===== src/clc_pkg.sv =====
// ----------------------------------------------------------------------------
// clc_pkg
// Shared constants and controller/datapath interface types for the
// collinear line counter.
// ----------------------------------------------------------------------------
package clc_pkg;

  localparam int KMIN_W      = 9;
  localparam logic [KMIN_W-1:0] KMIN_RESET = 9'd2;
  localparam int LINE_W      = 15;
  localparam int OUT_TDATA_W = 16;

  typedef struct packed {
    logic store;
    logic close;
    logic clr;
    logic rd_i;
    logic rd_j;
    logic ld_j;
    logic sweep;
    logic hist_rd;
    logic hist_wr;
    logic sum_rd;
    logic div_start;
    logic sum_acc;
    logic res_load;
  } clc_cmd_t;

  typedef struct packed {
    logic k_inf;
    logic clr_last;
    logic pair_ok;
    logic k_last;
    logic pipe_busy;
    logic sum_ok;
    logic div_busy;
    logic out_free;
  } clc_sts_t;

endpackage


===== src/clc_ctrl.sv =====
// ----------------------------------------------------------------------------
// clc_ctrl
// Sequencer: point loading, histogram clear, pair sweep, per-bin sum and
// result handoff.
// ----------------------------------------------------------------------------
module clc_ctrl import clc_pkg::*; (
  input  logic     clk,
  input  logic     rst_n,
  input  logic     in_tvalid,
  input  logic     in_tlast,
  output logic     in_tready,
  input  clc_sts_t sts,
  output clc_cmd_t cmd
);

  typedef enum logic [12:0] {
    S_LOAD     = 13'b0000000000001,
    S_CLEAR    = 13'b0000000000010,
    S_PAIR_I   = 13'b0000000000100,
    S_PAIR_J   = 13'b0000000001000,
    S_LATCH_J  = 13'b0000000010000,
    S_SWEEP    = 13'b0000000100000,
    S_DRAIN    = 13'b0000001000000,
    S_HIST_RD  = 13'b0000010000000,
    S_HIST_WR  = 13'b0000100000000,
    S_SUM_RD   = 13'b0001000000000,
    S_SUM_DIV  = 13'b0010000000000,
    S_SUM_WAIT = 13'b0100000000000,
    S_DONE     = 13'b1000000000000
  } state_t;

  state_t state_r, state_nxt;

  always_ff @(posedge clk) begin
    if (!rst_n) begin
      state_r <= S_LOAD;
    end else begin
      state_r <= state_nxt;
    end
  end

  always_comb begin
    state_nxt = state_r;
    cmd       = '0;
    in_tready = 1'b0;
    unique case (state_r)
      S_LOAD: begin
        in_tready = 1'b1;
        if (in_tvalid) begin
          cmd.store = 1'b1;
          if (in_tlast) begin
            cmd.close = 1'b1;
            state_nxt = sts.k_inf ? S_DONE : S_CLEAR;
          end
        end
      end
      S_CLEAR: begin
        cmd.clr = 1'b1;
        if (sts.clr_last) begin
          state_nxt = S_PAIR_I;
        end
      end
      S_PAIR_I: begin
        if (sts.pair_ok) begin
          cmd.rd_i  = 1'b1;
          state_nxt = S_PAIR_J;
        end else begin
          state_nxt = S_SUM_RD;
        end
      end
      S_PAIR_J: begin
        cmd.rd_j  = 1'b1;
        state_nxt = S_LATCH_J;
      end
      S_LATCH_J: begin
        cmd.ld_j  = 1'b1;
        state_nxt = S_SWEEP;
      end
      S_SWEEP: begin
        cmd.sweep = 1'b1;
        if (sts.k_last) begin
          state_nxt = S_DRAIN;
        end
      end
      S_DRAIN: begin
        if (!sts.pipe_busy) begin
          state_nxt = S_HIST_RD;
        end
      end
      S_HIST_RD: begin
        cmd.hist_rd = 1'b1;
        state_nxt   = S_HIST_WR;
      end
      S_HIST_WR: begin
        cmd.hist_wr = 1'b1;
        state_nxt   = S_PAIR_I;
      end
      S_SUM_RD: begin
        if (sts.sum_ok) begin
          cmd.sum_rd = 1'b1;
          state_nxt  = S_SUM_DIV;
        end else begin
          state_nxt = S_DONE;
        end
      end
      S_SUM_DIV: begin
        cmd.div_start = 1'b1;
        state_nxt     = S_SUM_WAIT;
      end
      S_SUM_WAIT: begin
        if (!sts.div_busy) begin
          cmd.sum_acc = 1'b1;
          state_nxt   = S_SUM_RD;
        end
      end
      S_DONE: begin
        if (sts.out_free) begin
          cmd.res_load = 1'b1;
          state_nxt    = S_LOAD;
        end
      end
      default: begin
        state_nxt = S_LOAD;
      end
    endcase
  end

endmodule


===== config.mk =====
export PLATFORM = sky130hd
export DESIGN_NAME = clc_ctrl
export DESIGN_NICKNAME = d
export VERILOG_FILES = /design/src/clc_pkg.sv /design/src/clc_ctrl.sv
export SDC_FILE = /design/constraint.sdc
export NUM_CORES = 1
export LEC_CHECK = 0
export BUFFER_PORTS_ARGS = -buffer_cell sky130_fd_sc_hd__buf_4
export CORE_UTILIZATION = 55
export DETAILED_ROUTE_END_ITERATION = 12
export GPL_ROUTABILITY_DRIVEN = 0
export PLACE_DENSITY = 0.93
export SYNTH_ARGS = -nofsm -noshare
export SYNTH_HDL_FRONTEND = slang
export SYNTH_SLANG_ARGS = --single-unit

===== constraint.sdc =====
create_clock -name clk -period 5.41 [get_ports clk]
set_input_delay 1.082 -clock clk [delete_from_list [all_inputs] [get_ports clk]]
set_output_delay 1.082 -clock clk [all_outputs]
set_load 0.1 [all_outputs]

==> summary.md, run 1 <==
| Metric | Value |
|---|---|
| Ys async rst share | `0%` |
| Number of synthesized register bits | `13` |
| Nets | `158` |
| Fillers | `120` |
| Worst setup path class | `reg -> out` |
| Hpwl dp | `2013 um` |
| Die height | `44.48 um` |
| Simple-Gate Fraction of Synth Area | `47.16%` |
| Hold Crit Class | `reg -> reg` |
| RSZ-0062 raised after global routing | `false` |
| Core ar. | `0.001594 sq mm` |
| Post-route antenna net violation count | `0` |
| Clk buf depth | `2` |
| CTS root buf | `clkbuf_4` |
| Critical path endpoint category | `primary output` |
| Max-cap violations | `0` |
| Largest area contributor in the netlist | `dfxtp_1` |
| Layout Area Growth over Synthesis | `18.41%` |
| DRC Markers | `0` |
| Worst-path fanout max | `10` |
| Slowest CP cell | `or4_1` |
| Compound-Gate Fraction of Synth Area | `13.75%` |
| Hold WS | `0.5668 ns` |
| Status | `finished clean` |
| Register area share after synthesis | `26.23%` |
| Starting Density | `62.24%` |
| Chip Width | `44.48 um` |
| Actual slew at the worst max-slew pin | `0.6593 ns` |
| Initial DRC Count | `69` |
| Die Area | `0.001978 sq mm` |
| Largest register FFs | `13` |
| GRT Util Overall | `29.41%` |
| Share of cells above drive strength 1 | `26.21%` |
| Multi-input logic area | `659.4 sq um` |
| Largest net degree at the start of global routing | `13` |
| Xor/xnor share of the synthesized area | `3.531%` |
| Total CTS buffers | `3` |
| Critical Path Max Stage Delay | `0.73 ns` |
| IO Pins | `26` |
| Pins Over Slew Limit | `0` |
| Main area contributors after synthesis | `dfxtp_1 (26%), nor4_1 (5.0%), nor2_1 (4.9%)` |
| Yosys cell types | `44` |
| Average routed wire per standard cell | `15.91 um` |
| H-tree Lvls | `1` |
| Final min period | `3.773 ns` |
| I/O Buffers | `25` |
| Leakage | `0.0004756 uW` |
| List of most frequent post-synthesis cells | `dfxtp_1 (13), nor2_1 (13), nand2_1 (11), nor3_1 (9), nor4_1 (8)` |
| Routed via count | `1070` |
| Final-report hold violation count | `0` |
| Grt ovf | `0` |
| Netlist Area Pre-Place | `992.2 sq um` |
| CTS resizes | `0` |
| Clock Skew | `0.006463 ns` |
| Adder-cell share of the synthesized area | `0%` |
| Sequential Area | `260.3 sq um` |
| CP Launch Type | `flip-flop` |
| Slew headroom | `55.64%` |
| Number of vias per cell | `6.331` |
| Row count | `14` |
| Post-synthesis mux area share | `2.018%` |
| PwrDens | `410.9 mW/mm^2` |
| DR pass1 iterations | `4` |
| CTS sink count | `13` |
| Critical Path AT | `2.69 ns` |
| Ys flop type | `dfxtp_1` |
| First-pass GRT wire length | `4250 um` |
| Peak VDD IR | `0.0004766 V` |
| Syn Nets | `139` |
| Syn Area/Cell | `7.813 sq um` |
| Antenna violations before repair | `0` |
| Antenna Cells | `0` |
| Setup TNS | `0 ns` |
| Post-Synthesis Cells | `127` |
| Top Registers | `state_r (13)` |
| Largest family of logic cells by synthesized area | `simple AND/OR/NAND/NOR gates` |
| Worst-path clk slew | `0.09 ns` |
| Final Cycle Share | `69.75%` |
| Top reg by flops | `state_r` |
| # setup viols final | `0` |
| Vias in the first global route | `911` |
| Achievable Freq | `265.0 MHz` |
| Post-CTS Setup Inserts | `0` |
| Synth Warn # | `0` |
| Clock tree from TritonCTS | `yes` |
| CP required | `4.33 ns` |
| WL final | `2689 um` |
| CP Cell Sequence | `or4_1 -> nor3_1 -> nor3b_1 -> nand3b_1 -> nor2_1 -> buf_4` |
| EDFF count, synth | `0` |
| Hold-fix buffers at CTS | `0` |
| Clock latency on the worst-skew pair | `0.29 ns` |
| Area share of the largest cell type after synthesis | `26.23%` |
| Layout Utilization | `73.70%` |
layer usage:
metal	wire [um]	track usage [%]
met5	0	0
met4	92	11.52
met1	1109	37.53
met3	225	3.265
met2	1262	50.29
through the flow:
step | area [sq um] | setup slack, ns | power, uW | instances
3_3_place_gp | 1149 | 2.073 | 409.2 | 165
4_1_cts | 1175 | 1.678 | 479.1 | 169
3_5_place_dp | 1149 | 1.994 | 416.3 | 165
2_1_floorplan | 992.2 | 0.3106 | 364.7 | 127
6_report | 1175 | 1.637 | 482.7 | 169
5_1_grt | 1175 | 1.427 | 504.7 | 169
critical path, delay by kind of cell (launching register included):
family,cells,cell delay [ns]
DFF,1,0.37
buffers and inverters,1,0.29
and+or+nand+nor,5,1.74
cells by family (layout without fill, tap and decap cells):
group	Yosys count	after routing
compound gates	20	20
xor+xnor	4	4
flops	13	13
simple gates	74	74
buf+inv	14	32
mux	2	2
area by class of cell:
cell class | instances | share of cell area, %
Clock buffer | 4 | 2.236
Inverter | 3 | 0.9585
Multi-Input combinational cell | 100 | 56.12
Sequential cell | 13 | 22.15
Tap cell | 24 | 2.556
Timing Repair Buffer | 25 | 15.97
final timing paths:
path	start	to	slack, ns	cells after the start
max	state_r[4]	cmd[1]	1.64	6
min	state_r[12]	state_r[12]	0.57	2
max reg2reg	state_r[4]	state_r[4]	2.94	5
min reg2reg	state_r[12]	state_r[12]	0.57	2
power by group:
| part | internal [uW] | switching (uW) | total, uW |
|---|---|---|---|
| sequential | 105 | 20.5 | 125 |
| clock | 28.7 | 35.1 | 63.8 |
| combinational | 95.3 | 198 | 294 |
cells in the final DEF (no fill, tap or decap), types with 2 or more instances in the layout:
cell and instances:
o21ai_0 4, nor3_1 9, xor2_1 2, or4_4 2, o31ai_1 3, nand2b_1 2, a21o_1 2, nor2_1 13
inv_1 3, nand2_1 11, nor3b_1 2, or3_4 2, a21oi_1 3, clkbuf_4 3, nand4_1 3, nand3b_1 4
mux2i_1 2, buf_4 25, nand4b_1 2, dfxtp_1 13, or4b_2 2, nor4_1 8, o21a_1 2, xnor2_1 2
and2_1 3
Power figures use the tool's default switching activity.
==> inputs of run 2 (changes only) <==
--- a/config.mk
+++ b/config.mk
@@ -6,10 +6,11 @@
 export NUM_CORES = 1
 export LEC_CHECK = 0
 export BUFFER_PORTS_ARGS = -buffer_cell sky130_fd_sc_hd__buf_4
-export CORE_UTILIZATION = 55
+export CORE_ASPECT_RATIO = 1.4
+export CORE_UTILIZATION = 46
 export DETAILED_ROUTE_END_ITERATION = 12
 export GPL_ROUTABILITY_DRIVEN = 0
-export PLACE_DENSITY = 0.93
+export PLACE_DENSITY = 0.84
 export SYNTH_ARGS = -nofsm -noshare
 export SYNTH_HDL_FRONTEND = slang
 export SYNTH_SLANG_ARGS = --single-unit
==> constraint.sdc (replaced) <==
create_clock -name clk -period 3.15 [get_ports clk]
set_input_delay 0.63 -clock clk [delete_from_list [all_inputs] [get_ports clk]]
set_output_delay 0.63 -clock clk [all_outputs]
set_load 0.1 [all_outputs]
==> summary.md, run 2 (synthesis results as in run 1) <==
| Metric | Value |
|---|---|
| H-tree Lvls | `1 (unchanged)` |
| Final-report hold violation count | `0 (unchanged)` |
| Crit-path leading delay family | `simple AND/OR/NAND/NOR gates` |
| Final Cycle Share | `97.81%` |
| Worst-path fanout max | `10 (unchanged)` |
| Final min period | `3.081 ns` |
| Commonest non-fill, non-tap cell in the layout | `buf_4` |
| Routed via count | `1081 (+1.0%)` |
| Post-CTS Setup Inserts | `0 (unchanged)` |
| Leakage | `0.0004990 uW (+4.9%)` |
| Clock Skew | `0.002511 ns (-0.003952 ns)` |
| GRT Util Overall | `24.85% (-4.6 points)` |
| Post-route worst setup slack | `0.06899 ns (-1.568 ns)` |
| Most frequent CP cell | `or3_4` |
| DP Worst Slack | `0.2845 ns (-1.710 ns)` |
| DRC Markers | `0 (unchanged)` |
| Top reg by flops | `state_r` |
| Die Area | `0.002349 sq mm (+19%)` |
| Share of cells above drive strength 1 | `35.81% (+9.6 points)` |
| WL final | `2556 um (-4.9%)` |
| CTS root buf | `clkbuf_4` |
| Hpwl dp | `1975 um (-1.9%)` |
| Peak VDD IR | `0.0004705 V (-1.3%)` |
| Largest register FFs | `13 (unchanged)` |
| CTS resizes | `1 (+1)` |
| Worst setup path class | `reg -> out` |
| Worst-path clk slew | `0.08 ns (about the same)` |
| RSZ-0062 raised after global routing | `false` |
| Top Registers | `state_r (13)` |
| Antenna violations before repair | `0 (unchanged)` |
| Total CTS buffers | `3 (unchanged)` |
| Critical Path Max Stage Delay | `0.64 ns (-0.09 ns)` |
| Design Power | `866.3 uW (+79%)` |
| Slowest CP cell | `or4_4` |
| PwrDens | `686.2 mW/mm^2 (+67%)` |
| Most frequent cells in the layout | `buf_4 (26), dfxtp_1 (13), nand2_1 (11), nor3_1 (8), nor2_1 (8)` |
| Average routed wire per standard cell | `15.12 um (-4.9%)` |
| Grt ovf | `0 (unchanged)` |
| Nets | `161 (+1.9%)` |
| Number of vias per cell | `6.396 (+1.0%)` |
| Layout Area Growth over Synthesis | `27.24%` |
| CP required | `2.52 ns (-1.81 ns)` |
| Fillers | `174 (+45%)` |
| IO Pins | `26 (unchanged)` |
| Clk buf depth | `2 (unchanged)` |
| Core ar. | `0.001997 sq mm (+25%)` |
| Max-cap violations | `0 (unchanged)` |
| Vias in the first global route | `985 (+8.1%)` |
| First-pass GRT wire length | `4112 um (-3.2%)` |
| Initial DRC Count | `23 (-67%)` |
| Setup TNS | `0 ns (unchanged)` |
| Clock tree from TritonCTS | `yes` |
| I/O Buffers | `25 (unchanged)` |
| Slew headroom | `57.07% (+1.4 points)` |
| Post-route antenna net violation count | `0 (unchanged)` |
| Clock latency on the worst-skew pair | `0.28 ns (about the same)` |
| Status | `finished clean` |
| Achievable Freq | `324.6 MHz` |
| Chip Width | `41.25 um (-7.3%)` |
| Pins Over Slew Limit | `0 (unchanged)` |
| Critical path endpoint category | `primary output` |
| Actual slew at the worst max-slew pin | `0.6277 ns (-0.03153 ns)` |
| Critical Path AT | `2.45 ns (-0.24 ns)` |
| Row count | `19 (+5)` |
| Placed cells | `165 (unchanged)` |
| DR pass1 iterations | `4 (unchanged)` |
| Antenna Cells | `0 (unchanged)` |
| Final Instance Count excl. Fillers | `169 (unchanged)` |
| WP buf/inv | `1 (unchanged)` |
| Largest net degree at the start of global routing | `13 (unchanged)` |
| CTS sink count | `13 (unchanged)` |
| CP Launch Type | `flip-flop` |
| CP Cell Sequence | `or4_4 -> or3_4 -> or3_4 -> nor2_4 -> buf_6` |
| Hold Crit Class | `reg -> reg` |
| Die height | `56.95 um (+28%)` |
| Hold-fix buffers at CTS | `0 (unchanged)` |
| # setup viols final | `0 (unchanged)` |
| Starting Density | `49.69% (-13 points)` |
==> run 2: changes by cell type in the layout (fill, tap and decap cells not counted), moves of 2 or more <==
cell    delta
nor2_1     -5
nor2_4     +3
buf_6      +2
nor2_2     +2
nor4_1     -2
nor4_2     +2
==> run 2: path summary, 6_finish.rpt <==
kind                                   from         end  slack (ns)  depth (start not counted)
worst min register to register   state_r[7]  state_r[7]        0.58                          1
worst min-delay path             state_r[7]  state_r[7]        0.58                          1
worst max register to register   state_r[4]  state_r[2]        0.73                          5
worst max-delay path            state_r[10]      cmd[5]        0.07                          5
==> run 2: through the flow <==
step / utilization, % / cell area (sq um) / hold slack (ns)
floorplan: - / 1066 / 0.5043
global placement: 61.28 / 1224 / 0.5414
detailed placement: 61.28 / 1224 / 0.5543
CTS: 62.84 / 1255 / 0.5743
global route: 63.22 / 1262 / 0.5920
finish: 63.22 / 1262 / 0.5772
==> run 2: where the power goes <==
group | internal, uW | total, uW | switching (uW)
sequential | 180 | 205 | 24.8
combinational | 192 | 557 | 365
clock | 49.1 | 104 | 55.3
total | 421 | 866 | 445
==> run 2: layer usage <==
layer / up-vias / wire length, um / part of all wire, % / GRT usage [%]
met2: 45 / 1345 / 53 / 39.73
met3: 6 / 135 / 5.3 / 4.669
li1: 517 / - / - / -
met5: - / 0 / 0 / 0
met1: 513 / 1033 / 40 / 29.56
met4: 0 / 42 / 1.6 / 13.36
==> run 2: worst reg2reg max path: cells and delay by family (launching register included) <==
family	cells	cell delay, ns
AOI/OAI and AO/OA	2	0.87
and+or+nand+nor	3	1.06
DFF	1	0.38
==> run 2: cell type report <==
cell class | instances | area [sq um] | share of cell area (%)
multi-input combinational | 100 | 720.7 | 57.09
timing repair buffer | 28 | 217.7 | 17.24
clock buffer | 4 | 26.28 | 2.081
tap | 21 | 26.28 | 2.081
sequential | 13 | 260.3 | 20.61
inverter | 3 | 11.26 | 0.8920
==> inputs of run 3 (changes only) <==
--- a/config.mk
+++ b/config.mk
@@ -10,6 +10,7 @@
 export CORE_UTILIZATION = 46
 export DETAILED_ROUTE_END_ITERATION = 12
 export GPL_ROUTABILITY_DRIVEN = 0
+export MAX_ROUTING_LAYER = met4
 export PLACE_DENSITY = 0.84
 export SYNTH_ARGS = -nofsm -noshare
 export SYNTH_HDL_FRONTEND = slang
==> summary.md, run 3 (synthesis results as in run 1) <==
| Metric | Value |
|---|---|
| Die Area | `0.002349 sq mm (unchanged)` |
| Core ar. | `0.001997 sq mm (unchanged)` |
| Critical path endpoint category | `primary output` |
| CTS sink count | `13 (unchanged)` |
| Most frequent cells in the layout | `buf_4 (26), dfxtp_1 (13), nand2_1 (11), nor3_1 (8), nor2_1 (8)` |
| Hpwl dp | `1975 um (unchanged)` |
| Nets | `161 (unchanged)` |
| Post-DP Area | `0.001224 sq mm (unchanged)` |
| Hold-fix buffers at CTS | `0 (unchanged)` |
| WL final | `2556 um (unchanged)` |
| CTS resizes | `1 (unchanged)` |
| Number of vias per cell | `6.396 (unchanged)` |
| Final Cycle Share | `97.81% (unchanged)` |
| Post-CTS Setup Inserts | `0 (unchanged)` |
| Achievable Freq | `324.6 MHz (unchanged)` |
| Initial DRC Count | `23 (unchanged)` |
| PwrDens | `686.2 mW/mm^2 (about the same)` |
| Clk buf depth | `2 (unchanged)` |
| Actual slew at the worst max-slew pin | `0.6277 ns (unchanged)` |
| Peak VDD IR | `0.0004705 V (about the same)` |
| CTS root buf | `clkbuf_4` |
| Layout Area Growth over Synthesis | `27.24% (unchanged)` |
| Worst setup path class | `reg -> out` |
| Design area | `0.001262 sq mm (unchanged)` |
| Status | `finished clean` |
| Critical Path AT | `2.45 ns (about the same)` |
| I/O Buffers | `25 (unchanged)` |
| # setup viols final | `0 (unchanged)` |
| Worst-path fanout max | `10 (unchanged)` |
| GRT Util Overall | `25.53% (+0.67 points)` |
| Final Instance Count excl. Fillers | `169 (unchanged)` |
| DRC Markers | `0 (unchanged)` |
| DR pass1 iterations | `4 (unchanged)` |
| Antenna violations before repair | `0 (unchanged)` |
| Vias in the first global route | `984 (-0.10%)` |
| Max-cap violations | `0 (unchanged)` |
| Chip Width | `41.25 um (unchanged)` |
| Row count | `19 (unchanged)` |
| Slew headroom | `57.07% (unchanged)` |
| Placed cells | `165 (unchanged)` |
| Post-route antenna net violation count | `0 (unchanged)` |
| Clock Skew | `0.002511 ns (unchanged)` |
| First-pass GRT wire length | `4112 um (unchanged)` |
| Routed via count | `1081 (unchanged)` |
| Share of cells above drive strength 1 | `35.81% (unchanged)` |
| Grt ovf | `0 (unchanged)` |
| Hold Crit Depth | `1 (unchanged)` |
| Starting Density | `49.69% (unchanged)` |
| Leakage | `0.0004990 uW (unchanged)` |
| IO Pins | `26 (unchanged)` |
| Final min period | `3.081 ns (unchanged)` |
| H-tree Lvls | `1 (unchanged)` |
| Hold Crit Class | `reg -> reg` |
| RSZ-0062 raised after global routing | `false` |
| Average routed wire per standard cell | `15.12 um (unchanged)` |
| Top reg by flops | `state_r` |
| Worst reg-to-reg path cell count | `5 (unchanged)` |
| Die height | `56.95 um (unchanged)` |
| Pins Over Slew Limit | `0 (unchanged)` |
| CP required | `2.52 ns (about the same)` |
| Commonest non-fill, non-tap cell in the layout | `buf_4` |
| Largest register FFs | `13 (unchanged)` |
| Largest net degree at the start of global routing | `13 (unchanged)` |
| Top Registers | `state_r (13)` |
| Worst-path clk slew | `0.08 ns (about the same)` |
| Clock tree from TritonCTS | `yes` |
| Clock latency on the worst-skew pair | `0.28 ns (about the same)` |
| CP Launch Type | `flip-flop` |
| Antenna Cells | `0 (unchanged)` |
| Total CTS buffers | `3 (unchanged)` |
| Final-report hold violation count | `0 (unchanged)` |
## run 3: cell counts in the layout (fill, tap and decap cells not counted)
Identical to the previous run, type by type.
## run 3: where the power goes
| part | leakage (uW) | switching (uW) | internal, uW | total [uW] |
|---|---|---|---|---|
| clock network | 0.0000150 | 55.3 | 49.1 | 104 |
| registers | 0.000105 | 24.8 | 180 | 205 |
| logic | 0.000379 | 365 | 192 | 557 |
## run 3: metal layers
| layer | part of all wire, % | vias to the layer above | wire length (um) | GRT usage [%] |
|---|---|---|---|---|
| met1 | 40 | 513 | 1033 | 29.56 |
| met2 | 53 | 45 | 1345 | 39.73 |
| li1 | - | 517 | - | - |
| met5 | 0 | - | 0 | - |
| met3 | 5.3 | 6 | 135 | 4.669 |
| met4 | 1.6 | 0 | 42 | 13.36 |
## run 3: path summary, 6_finish.rpt
check	from	end	slack (ns)
worst max-delay path	state_r[10]	cmd[5]	0.07
worst min-delay path	state_r[7]	state_r[7]	0.58
worst max register to register	state_r[4]	state_r[2]	0.73
worst min register to register	state_r[7]	state_r[7]	0.58
## run 3: critical path, stage by stage, from the launching register on
cell,delay [ns]
dfxtp_1,0.39
or4_4,0.64
or3_4,0.43
or3_4,0.38
nor2_4,0.12
buf_6,0.22
## run 3: area by class of cell
type | instances | area (sq um)
fill | 174 | 734.5
inverter | 3 | 11.26
multi-input combinational | 100 | 720.7
sequential | 13 | 260.3
timing repair buffer | 28 | 217.7
tap | 21 | 26.28
clock buffer | 4 | 26.28
## run 3: stage by stage
stage / total power [uW] / utilization (%) / setup WS (ns) / setup TNS (ns) / hold WS (ns)
2_1_floorplan: 652.2 / - / -0.4610 / -1.316 / 0.5043
4_1_cts: 864.4 / 62.84 / 0.01314 / 0 / 0.5743
3_5_place_dp: 754.5 / 61.28 / 0.2845 / 0 / 0.5543
3_3_place_gp: 743.1 / 61.28 / 0.3493 / 0 / 0.5414
6_report: 866.3 / 63.22 / 0.06899 / 0 / 0.5772
5_1_grt: 908.4 / 63.22 / 0.003107 / 0 / 0.5920
